--- src/design/trm_pkg.sv ---
`default_nettype none

package trm_pkg;

   localparam int AXES         = 3;
   localparam int SAMPLE_W     = 16;
   localparam int MEAN_W       = 24;
   localparam int CSR_W        = 6;
   localparam int LEN_MIN      = 3;
   localparam int WINDOW_RESET = 12;

   typedef logic signed [SAMPLE_W-1:0]     sample_type;
   typedef logic signed [MEAN_W-1:0]       mean_type;
   typedef logic [AXES-1:0][SAMPLE_W-1:0]  triple_type;
   typedef logic [CSR_W-1:0]               csr_type;

   localparam sample_type SAMPLE_MAX = 16'sh7FFF;
   localparam sample_type SAMPLE_MIN = 16'sh8000;
   localparam mean_type   MEAN_MAX   = 24'sh7FFFFF;
   localparam mean_type   MEAN_MIN   = 24'sh800000;

   // Per-axis unit control, one strobe per phase
   typedef struct packed {
      logic clear;   // start a new scan
      logic acc;     // fold the tail sample into sum, min and max
      logic load;    // trim and load the divider
      logic step;    // one restoring divide step
   } axis_ctrl_type;

   typedef enum logic [2:0] {
      ST_IDLE,
      ST_SCAN,
      ST_PREP,
      ST_DIV,
      ST_DONE
   } state_type;

endpackage

`default_nettype wire

--- src/design/trm_cell.sv ---
`default_nettype none

module trm_cell (
   input  wire logic               clock,
   input  wire logic               shift_en,
   input  wire trm_pkg::triple_type d,
   output      trm_pkg::triple_type q
);
   import trm_pkg::*;

   triple_type data_ff;

   // hold unless the chain advances
   always_ff @(posedge clock) begin
      if (shift_en) begin
         data_ff <= d;
      end
   end

   assign q = data_ff;

endmodule

`default_nettype wire

--- src/design/trm_axis.sv ---
`default_nettype none

module trm_axis #(
   parameter int WINDOW_MAX    = 32,
   parameter int FRACTION_BITS = 8
) (
   input  wire logic                              clock,
   input  wire trm_pkg::axis_ctrl_type            ctrl,
   input  wire trm_pkg::sample_type               sample,
   input  wire logic [$clog2(WINDOW_MAX+1)-1:0]   divisor,
   output      trm_pkg::mean_type                 mean
);
   import trm_pkg::*;

   localparam int LEN_W = $clog2(WINDOW_MAX + 1);
   localparam int SUM_W = SAMPLE_W + $clog2(WINDOW_MAX) + 1;
   localparam int DIV_W = SUM_W + FRACTION_BITS;
   localparam int OW    = ((DIV_W > MEAN_W) ? DIV_W : MEAN_W) + 1;
   localparam logic [OW-1:0] NEG_LIM = OW'(1) << (MEAN_W - 1);
   localparam logic [OW-1:0] POS_LIM = NEG_LIM - OW'(1);

   logic signed [SUM_W-1:0] sum_ff;
   sample_type              min_ff;
   sample_type              max_ff;
   logic                    neg_ff;
   logic [DIV_W-1:0]        quo_ff;
   logic [LEN_W-1:0]        rem_ff;

   logic signed [SUM_W-1:0] trimmed;
   logic [SUM_W-1:0]        mag;
   logic [LEN_W:0]          trial;
   logic [OW-1:0]           quo_ext;

   always_comb begin
      trimmed = sum_ff - SUM_W'(min_ff) - SUM_W'(max_ff);
      mag     = trimmed[SUM_W-1] ? SUM_W'(-trimmed) : trimmed;
      trial   = {rem_ff, quo_ff[DIV_W-1]};
   end

   always_ff @(posedge clock) begin
      if (ctrl.clear) begin
         sum_ff <= '0;
         min_ff <= SAMPLE_MAX;
         max_ff <= SAMPLE_MIN;
      end
      if (ctrl.acc) begin
         sum_ff <= sum_ff + SUM_W'(sample);
         if (sample < min_ff) begin
            min_ff <= sample;
         end
         if (sample > max_ff) begin
            max_ff <= sample;
         end
      end
      if (ctrl.load) begin
         neg_ff <= trimmed[SUM_W-1];
         quo_ff <= DIV_W'(mag) << FRACTION_BITS;
         rem_ff <= '0;
      end
      if (ctrl.step) begin
         if (trial >= {1'b0, divisor}) begin
            rem_ff <= LEN_W'(trial - {1'b0, divisor});
            quo_ff <= {quo_ff[DIV_W-2:0], 1'b1};
         end else begin
            rem_ff <= LEN_W'(trial);
            quo_ff <= {quo_ff[DIV_W-2:0], 1'b0};
         end
      end
   end

   // restore the sign and clamp to the output range
   always_comb begin
      quo_ext = OW'(quo_ff);
      if (neg_ff) begin
         if (quo_ext > NEG_LIM) begin
            mean = MEAN_MIN;
         end else begin
            mean = MEAN_W'(-quo_ext);
         end
      end else begin
         if (quo_ext > POS_LIM) begin
            mean = MEAN_MAX;
         end else begin
            mean = MEAN_W'(quo_ext);
         end
      end
   end

endmodule

`default_nettype wire

--- src/design/trimmed_mean_window_filter_xyz.sv ---
// Channel   Direction  Handshake            Payload
// req_      in         req_valid/req_stall  req_sample_x/y/z, 16-bit signed
// rsp_      out        rsp_valid/rsp_stall  rsp_mean_x/y/z, 24-bit signed, FRACTION_BITS frac
// csr_      in         csr_wr_en            csr_wr_data, window length (6 bits)
//
// A fill-phase request is taken without a stall; one that yields a result holds req_stall
// high through the n-sample scan, the trim, one divide step per quotient bit and the load,
// longer while a stalled result blocks the load.
// Reset is synchronous and clears control state only; window cells are never cleared.
// A stalled result holds in the output register; the next request is taken meanwhile.
`default_nettype none

module trimmed_mean_window_filter_xyz #(
   parameter int WINDOW_MAX    = 32,
   parameter int FRACTION_BITS = 8
) (
   input  wire logic                clock,
   input  wire logic                reset,
   input  wire logic                req_valid,
   output      logic                req_stall,
   input  wire trm_pkg::sample_type req_sample_x,
   input  wire trm_pkg::sample_type req_sample_y,
   input  wire trm_pkg::sample_type req_sample_z,
   output      logic                rsp_valid,
   input  wire logic                rsp_stall,
   output      trm_pkg::mean_type   rsp_mean_x,
   output      trm_pkg::mean_type   rsp_mean_y,
   output      trm_pkg::mean_type   rsp_mean_z,
   input  wire logic                csr_wr_en,
   input  wire trm_pkg::csr_type    csr_wr_data
);
   import trm_pkg::*;

   localparam int LEN_W  = $clog2(WINDOW_MAX + 1);
   localparam int IDX_W  = $clog2(WINDOW_MAX);
   localparam int SUM_W  = SAMPLE_W + $clog2(WINDOW_MAX) + 1;
   localparam int DIV_W  = SUM_W + FRACTION_BITS;
   localparam int DCNT_W = $clog2(DIV_W);
   localparam int CMP_W  = (LEN_W > CSR_W) ? LEN_W : CSR_W;

   // control state
   state_type         state_ff,    state_in;
   csr_type           len_ff;
   logic [LEN_W-1:0]  fill_ff,     fill_in;
   logic [LEN_W-1:0]  scan_cnt_ff, scan_cnt_in;
   logic [DCNT_W-1:0] div_cnt_ff,  div_cnt_in;
   logic              rsp_valid_ff, rsp_valid_in;

   // result register
   mean_type          mean_x_ff, mean_y_ff, mean_z_ff;
   logic              load_rsp;

   logic [CMP_W-1:0]  len_ext;
   logic [LEN_W-1:0]  n_act;
   logic [LEN_W-1:0]  divisor;
   logic [IDX_W-1:0]  tail_idx;
   logic              req_accept;
   logic              shift_en;
   logic              rotate;
   axis_ctrl_type     ctrl;

   triple_type        cell_d [WINDOW_MAX];
   triple_type        cell_q [WINDOW_MAX];
   triple_type        tail;
   mean_type          axis_mean [AXES];

   // clamp the written length into the supported range
   always_comb begin
      len_ext = CMP_W'(len_ff);
      if (len_ext < CMP_W'(LEN_MIN)) begin
         n_act = LEN_W'(LEN_MIN);
      end else if (len_ext > CMP_W'(WINDOW_MAX)) begin
         n_act = LEN_W'(WINDOW_MAX);
      end else begin
         n_act = LEN_W'(len_ext);
      end
      divisor  = n_act - LEN_W'(2);
      tail_idx = IDX_W'(n_act - LEN_W'(1));
   end

   assign req_stall  = (state_ff != ST_IDLE);
   assign req_accept = req_valid && !req_stall;

   // Window as a shift chain: the newest sample enters cell 0, the oldest sits at
   // cell n-1. During a scan the first n cells rotate once round, so the window ends back
   // in place and every sample has passed the tail once.
   assign tail = cell_q[tail_idx];

   assign cell_d[0] = rotate ? tail : {req_sample_z, req_sample_y, req_sample_x};

   for (genvar i = 1; i < WINDOW_MAX; i++) begin : g_link
      assign cell_d[i] = cell_q[i-1];
   end

   for (genvar i = 0; i < WINDOW_MAX; i++) begin : g_cell
      trm_cell u_cell (
         .clock    (clock),
         .shift_en (shift_en),
         .d        (cell_d[i]),
         .q        (cell_q[i])
      );
   end

   for (genvar a = 0; a < AXES; a++) begin : g_axis
      trm_axis #(
         .WINDOW_MAX    (WINDOW_MAX),
         .FRACTION_BITS (FRACTION_BITS)
      ) u_axis (
         .clock   (clock),
         .ctrl    (ctrl),
         .sample  (sample_type'(tail[a])),
         .divisor (divisor),
         .mean    (axis_mean[a])
      );
   end

   always_ff @(posedge clock) begin
      if (reset) begin
         state_ff     <= ST_IDLE;
         len_ff       <= CSR_W'(WINDOW_RESET);
         fill_ff      <= '0;
         scan_cnt_ff  <= '0;
         div_cnt_ff   <= '0;
         rsp_valid_ff <= 1'b0;
      end else begin
         state_ff     <= state_in;
         scan_cnt_ff  <= scan_cnt_in;
         div_cnt_ff   <= div_cnt_in;
         rsp_valid_ff <= rsp_valid_in;
         // a length write restarts the fill phase
         if (csr_wr_en) begin
            len_ff  <= csr_wr_data;
            fill_ff <= '0;
         end else begin
            fill_ff <= fill_in;
         end
      end
   end

   always_ff @(posedge clock) begin
      if (load_rsp) begin
         mean_x_ff <= axis_mean[0];
         mean_y_ff <= axis_mean[1];
         mean_z_ff <= axis_mean[2];
      end
   end

   always_comb begin
      state_in     = state_ff;
      fill_in      = fill_ff;
      scan_cnt_in  = scan_cnt_ff;
      div_cnt_in   = div_cnt_ff;
      rsp_valid_in = rsp_valid_ff && rsp_stall;
      load_rsp     = 1'b0;
      shift_en     = 1'b0;
      rotate       = 1'b0;
      ctrl         = '0;

      unique case (state_ff)
         ST_IDLE: begin
            if (req_accept) begin
               shift_en = 1'b1;
               if (fill_ff != n_act) begin
                  fill_in = fill_ff + LEN_W'(1);
               end
               // window full after this request: start the scan
               if (fill_ff >= n_act - LEN_W'(1)) begin
                  ctrl.clear  = 1'b1;
                  scan_cnt_in = '0;
                  state_in    = ST_SCAN;
               end
            end
         end
         ST_SCAN: begin
            shift_en    = 1'b1;
            rotate      = 1'b1;
            ctrl.acc    = 1'b1;
            scan_cnt_in = scan_cnt_ff + LEN_W'(1);
            if (scan_cnt_ff == n_act - LEN_W'(1)) begin
               state_in = ST_PREP;
            end
         end
         ST_PREP: begin
            ctrl.load  = 1'b1;
            div_cnt_in = '0;
            state_in   = ST_DIV;
         end
         ST_DIV: begin
            ctrl.step  = 1'b1;
            div_cnt_in = div_cnt_ff + DCNT_W'(1);
            if (div_cnt_ff == DCNT_W'(DIV_W - 1)) begin
               state_in = ST_DONE;
            end
         end
         ST_DONE: begin
            // hold until the output register is free
            if (!rsp_valid_ff || !rsp_stall) begin
               load_rsp     = 1'b1;
               rsp_valid_in = 1'b1;
               state_in     = ST_IDLE;
            end
         end
         default: begin
            state_in = ST_IDLE;
         end
      endcase
   end

   assign rsp_valid  = rsp_valid_ff;
   assign rsp_mean_x = mean_x_ff;
   assign rsp_mean_y = mean_y_ff;
   assign rsp_mean_z = mean_z_ff;

endmodule

`default_nettype wire

--- config.mk ---
export PLATFORM = sky130hd
export DESIGN_NAME = trimmed_mean_window_filter_xyz
export DESIGN_NICKNAME = d
export VERILOG_FILES = /design/src/design/trm_pkg.sv /design/src/design/trm_cell.sv /design/src/design/trm_axis.sv /design/src/design/trimmed_mean_window_filter_xyz.sv
export SDC_FILE = /design/constraint.sdc
export NUM_CORES = 2
export LEC_CHECK = 0
export ABC_CLOCK_PERIOD_IN_PS = 75400
export BUFFER_PORTS_ARGS = -buffer_cell sky130_fd_sc_hd__buf_4
export CORE_UTILIZATION = 40
export DETAILED_ROUTE_END_ITERATION = 8
export GPL_TIMING_DRIVEN = 0
export SLEW_MARGIN = 0
export SYNTH_ARGS = -nofsm -noshare
export SYNTH_HDL_FRONTEND = slang
export SYNTH_SLANG_ARGS = --single-unit
--- constraint.sdc ---
create_clock -name clock -period 75.4 [get_ports clock]
set_clock_uncertainty 0.1 [all_clocks]
set_input_delay 0 -clock clock [delete_from_list [all_inputs] [get_ports clock]]
set_output_delay 0 -clock clock [all_outputs]
set_load 0.03 [all_outputs]
==> metrics.md <==
| Metric | Value |
|---|---|
| Initial DRC Count | `5041` |
| Reg2reg end | `g_axis[1].u_axis.max_ff[11]$_DFF_P_` |
| CTS Buf Count | `195` |
| Power Total | `3.95 mW` |
| Most frequent cell after synthesis | `edfxtp_1` |
| Slew Limit Fails | `0` |
| Core area | `217000 um^2` |
| Largest net degree at the start of global routing | `79` |
| Synth Instances | `5860` |
| Sequential share of the synthesized area | `0.640` |
| Initial Utilization | `0.403` |
| Final net count | `6733` |
| Slew HR | `0.0223` |
| Hold Crit Class | `in -> reg` |
| Final hold vios | `0` |
| Root cell of the clock tree | `clkbuf_16` |
| Synth area leader | `edfxtp_1` |
| Hold EP | `g_cell[0].u_cell.q[23]$_DFFE_PP_` |
| Top cell type's share of synthesized area | `0.612` |
| Reg2Reg Depth | `22` |
| Die Ht | `470 um` |
| CP max FO | `10` |
| Clk buf depth | `3` |
| Grt ovf | `0` |
| Endpoint class of the critical path | `flop` |
| Vias in the first global route | `52300` |
| Most common library cells after synthesis | `edfxtp_1 (1785), nand2_1 (510), mux4_2 (384)` |
| R2r setup slk | `65.16 ns` |
| Antenna Nets Post-Route | `0` |
| H-tree depth | `4` |
| Hold_sp | `req_sample_y[7]` |
| Die span in x | `470 um` |
| Asr flop ratio synth | `0` |
| Clk slew on worst S/H paths | `0.06 ns` |
| Pwr Density | `39.3 nW/um^2` |
| Synth Cell Area | `87600 um^2` |
| YS warnings | `0` |
| Synthesis-to-finish area growth | `14.8%` |
| FF+latch count, synth | `1908` |
| Insertion delay of the later-clocked pin in the worst-skew pair | `0.86 ns` |
| Port bufs | `131` |
| Max-cap violations | `0` |
| Initial antenna violation count | `10` |
| Worst EP required | `76.07 ns` |
| Rows | `171` |
| Average size of a mapped cell | `14.9 um^2` |
| Total number of vias | `52200` |
| Period Utilization, post-route | `0.136` |
| Setup TNS | `0 ns` |
| Dpl hpwl | `151 mm` |
| Hold depth | `4` |
| Pre-antenna DRT Iters | `6` |
| WL/cell | `22.9 um` |
| Status | `finished, final reports clean` |
| All-Layer GR Usage | `0.194` |
| Routed WL | `214 mm` |
| Cells after DPL | `8873` |
| Top Ports | `133` |
| DR DRC count | `0` |
| Netlist cell types | `97` |
| Setup violations, final | `0` |
| Resized cells post-CTS | `0` |
| Post-synth EDFFs | `1785` |
| Final core occ | `0.463` |
| CP Data Arrival Time | `10.91 ns` |
| Peak supply drop | `0.0000372 V` |
| Layout cell share with drive strength beyond 1 | `0.143` |
| First-pass GRT wire length | `326 mm` |
| Full die area | `221000 um^2` |
| Synth Net Count | `6253` |
| Reg2Reg Launch Point | `len_ext[4]$_SDFFE_PP0P_` |
| Fmax | `97.7 MHz` |
| Routability cong. | `0.876` |
| Final Non-Filler Cells | `9364` |
| Post-layout minimum cycle time | `10.24 ns` |
| Clock sink count | `1908` |
| Vias/cell | `5.58` |
| Most used DFF post-synth | `edfxtp_1` |
| CTS tree | `done` |
| P_leak | `35.7 nW` |
| Area contributors post-synth | `edfxtp_1 (61%), mux4_2 (9.9%), ha_1 (3.8%), dfxtp_1 (2.8%), nand2_1 (2.2%)` |
| Crit path kind | `reg -> reg` |
| Unrepaired setup endpoints after global routing | `false` |
| CP Launch Type | `flop` |
| Worst slew pin tran | `1.47 ns` |
==> layout make-up <==
cell class,instances,area (um^2)
flip-flops and latches,1908,56100
fillers,18900,117000
diodes,1,2.50
well taps,2854,3570
clock inverters,119,1230
multi-input cells,3417,29300
repair buffers,283,2970
clock buffers,247,5180
inverters,254,953
plain buffers,281,1280
==> cells by family after synthesis <==
group           count (synthesis)  share of synthesized area
compound gates               1001                     0.0732
simple gates                 1375                     0.0745
mux                           511                      0.114
fa+ha+maj                     334                     0.0536
flops                        1908                      0.640
xor+xnor                      196                     0.0196
buf+inv                       535                     0.0255
==> flip-flops by register name, summed over array words and instances, names as in the netlist <==
signal and count:
g_axis.u_axis.rem_ff 18, g_axis.u_axis.neg_ff 3, state_ff 3, fill_ff 6, scan_cnt_ff 6, len_ext 6
g_axis.u_axis.sum_ff 66, g_axis.u_axis.quo_ff 90, rsp_mean_z 24, g_cell.u_cell.q 1536, div_cnt_ff 5, g_axis.u_axis.min_ff 48
rsp_mean_y 24, rsp_valid 1, rsp_mean_x 24, g_axis.u_axis.max_ff 48
==> worst max-delay path by stage <==
stage                             startpoint                                  end  slack [ns]  cells past startpoint
CTS                  len_ext[4]$_SDFFE_PP0P_  g_axis[1].u_axis.max_ff[11]$_DFF_P_       64.94                     24
global placement    state_ff[2]$_SDFFE_PP0P_    g_cell[24].u_cell.q[42]$_DFFE_PP_       23.44                      7
detailed placement   len_ext[4]$_SDFFE_PP0P_  g_axis[1].u_axis.max_ff[13]$_DFF_P_       64.93                     24
floorplan           state_ff[2]$_SDFFE_PP0P_      g_cell[0].u_cell.q[0]$_DFFE_PP_       38.31                      7
finish               len_ext[4]$_SDFFE_PP0P_  g_axis[1].u_axis.max_ff[11]$_DFF_P_       65.16                     22
global route         len_ext[4]$_SDFFE_PP0P_  g_axis[1].u_axis.max_ff[11]$_DFF_P_       64.49                     24
==> through the flow <==
stage / worst slack, ns / cell area [um^2] / hold WS (ns)
final: 65.16 / 101000 / 0.0900
after detailed placement: 64.93 / 92900 / 0.162
after global placement: 23.44 / 92200 / 0.159
after CTS: 64.94 / 101000 / 0.00759
after floorplan: 38.31 / 87600 / 0.0304
after global routing: 64.49 / 101000 / 0.0910
==> worst max-delay path, stage by stage, from the launching register on <==
cell and delay (ns):
dfxtp_1 0.49, nor3_2 0.12, o21bai_1 0.74, ha_1 0.29, buf_2 0.23, buf_2 0.31, buf_2 0.36, clkbuf_1 0.92
clkbuf_1 0.70, clkbuf_1 0.86, mux4_2 0.45, a211oi_1 0.26, a31oi_1 0.12, a21oi_1 1.01, inv_1 0.27, ha_1 0.39
a21oi_1 0.09, o21ai_0 0.23, a21oi_1 0.13, and4b_1 0.20, nor3_1 1.05, clkbuf_1 0.62, mux2i_1 0.25
==> cell usage in the layout, fill, tap and decap left out, types with 24 or more instances in the layout <==
| cell type | synthesis | routed |
|---|---|---|
| xnor2_1 | 116 | 116 |
| nand3_1 | 45 | 45 |
| a211oi_1 | 115 | 115 |
| clkinv_2 | 0 | 24 |
| a311oi_1 | 50 | 50 |
| clkbuf_1 | 211 | 253 |
| o21ai_1 | 88 | 88 |
| nand2b_1 | 33 | 33 |
| ha_1 | 265 | 265 |
| buf_16 | 0 | 25 |
| xor2_1 | 80 | 80 |
| nor2_1 | 344 | 344 |
| dfxtp_1 | 123 | 123 |
| mux4_2 | 384 | 384 |
| nand2_1 | 510 | 508 |
| o21a_1 | 32 | 32 |
| fa_1 | 69 | 69 |
| or3_1 | 26 | 26 |
| nor3_1 | 83 | 83 |
| clkbuf_16 | 0 | 199 |
| nand4_1 | 44 | 44 |
| edfxtp_1 | 1785 | 1785 |
| and2_1 | 103 | 103 |
| inv_1 | 250 | 250 |
| o21ai_0 | 140 | 140 |
| a21o_1 | 73 | 73 |
| buf_4 | 26 | 157 |
| dlygate4sd3_1 | 0 | 124 |
| a21oi_1 | 260 | 257 |
| and3_1 | 30 | 30 |
| nor2b_1 | 42 | 42 |
| a31oi_1 | 75 | 75 |
| mux2i_1 | 120 | 120 |
| clkinv_1 | 2 | 54 |
==> routing by layer <==
metal | up-vias | share of wire | global-route usage
li1 | 23700 | - | -
met1 | 26700 | 0.43 | 0.268
met2 | 1562 | 0.47 | 0.306
met3 | 336 | 0.065 | 0.0371
met4 | 2 | 0.031 | 0.0659
met5 | - | 0.000056 | 0
==> report_power, final <==
| group | switching (mW) | internal (mW) | leakage, nW |
|---|---|---|---|
| clock | 0.426 | 0.552 | 3.11 |
| combinational | 0.938 | 0.642 | 14.3 |
| sequential | 0.0504 | 1.35 | 18.3 |
| total | 1.41 | 2.54 | 35.7 |
==> timing repair <==
action                    CTS  global route
hold endpoints to repair  147             0
buffers inserted            0             0
hold buffers              124             0
Power figures use the tool's default switching activity.
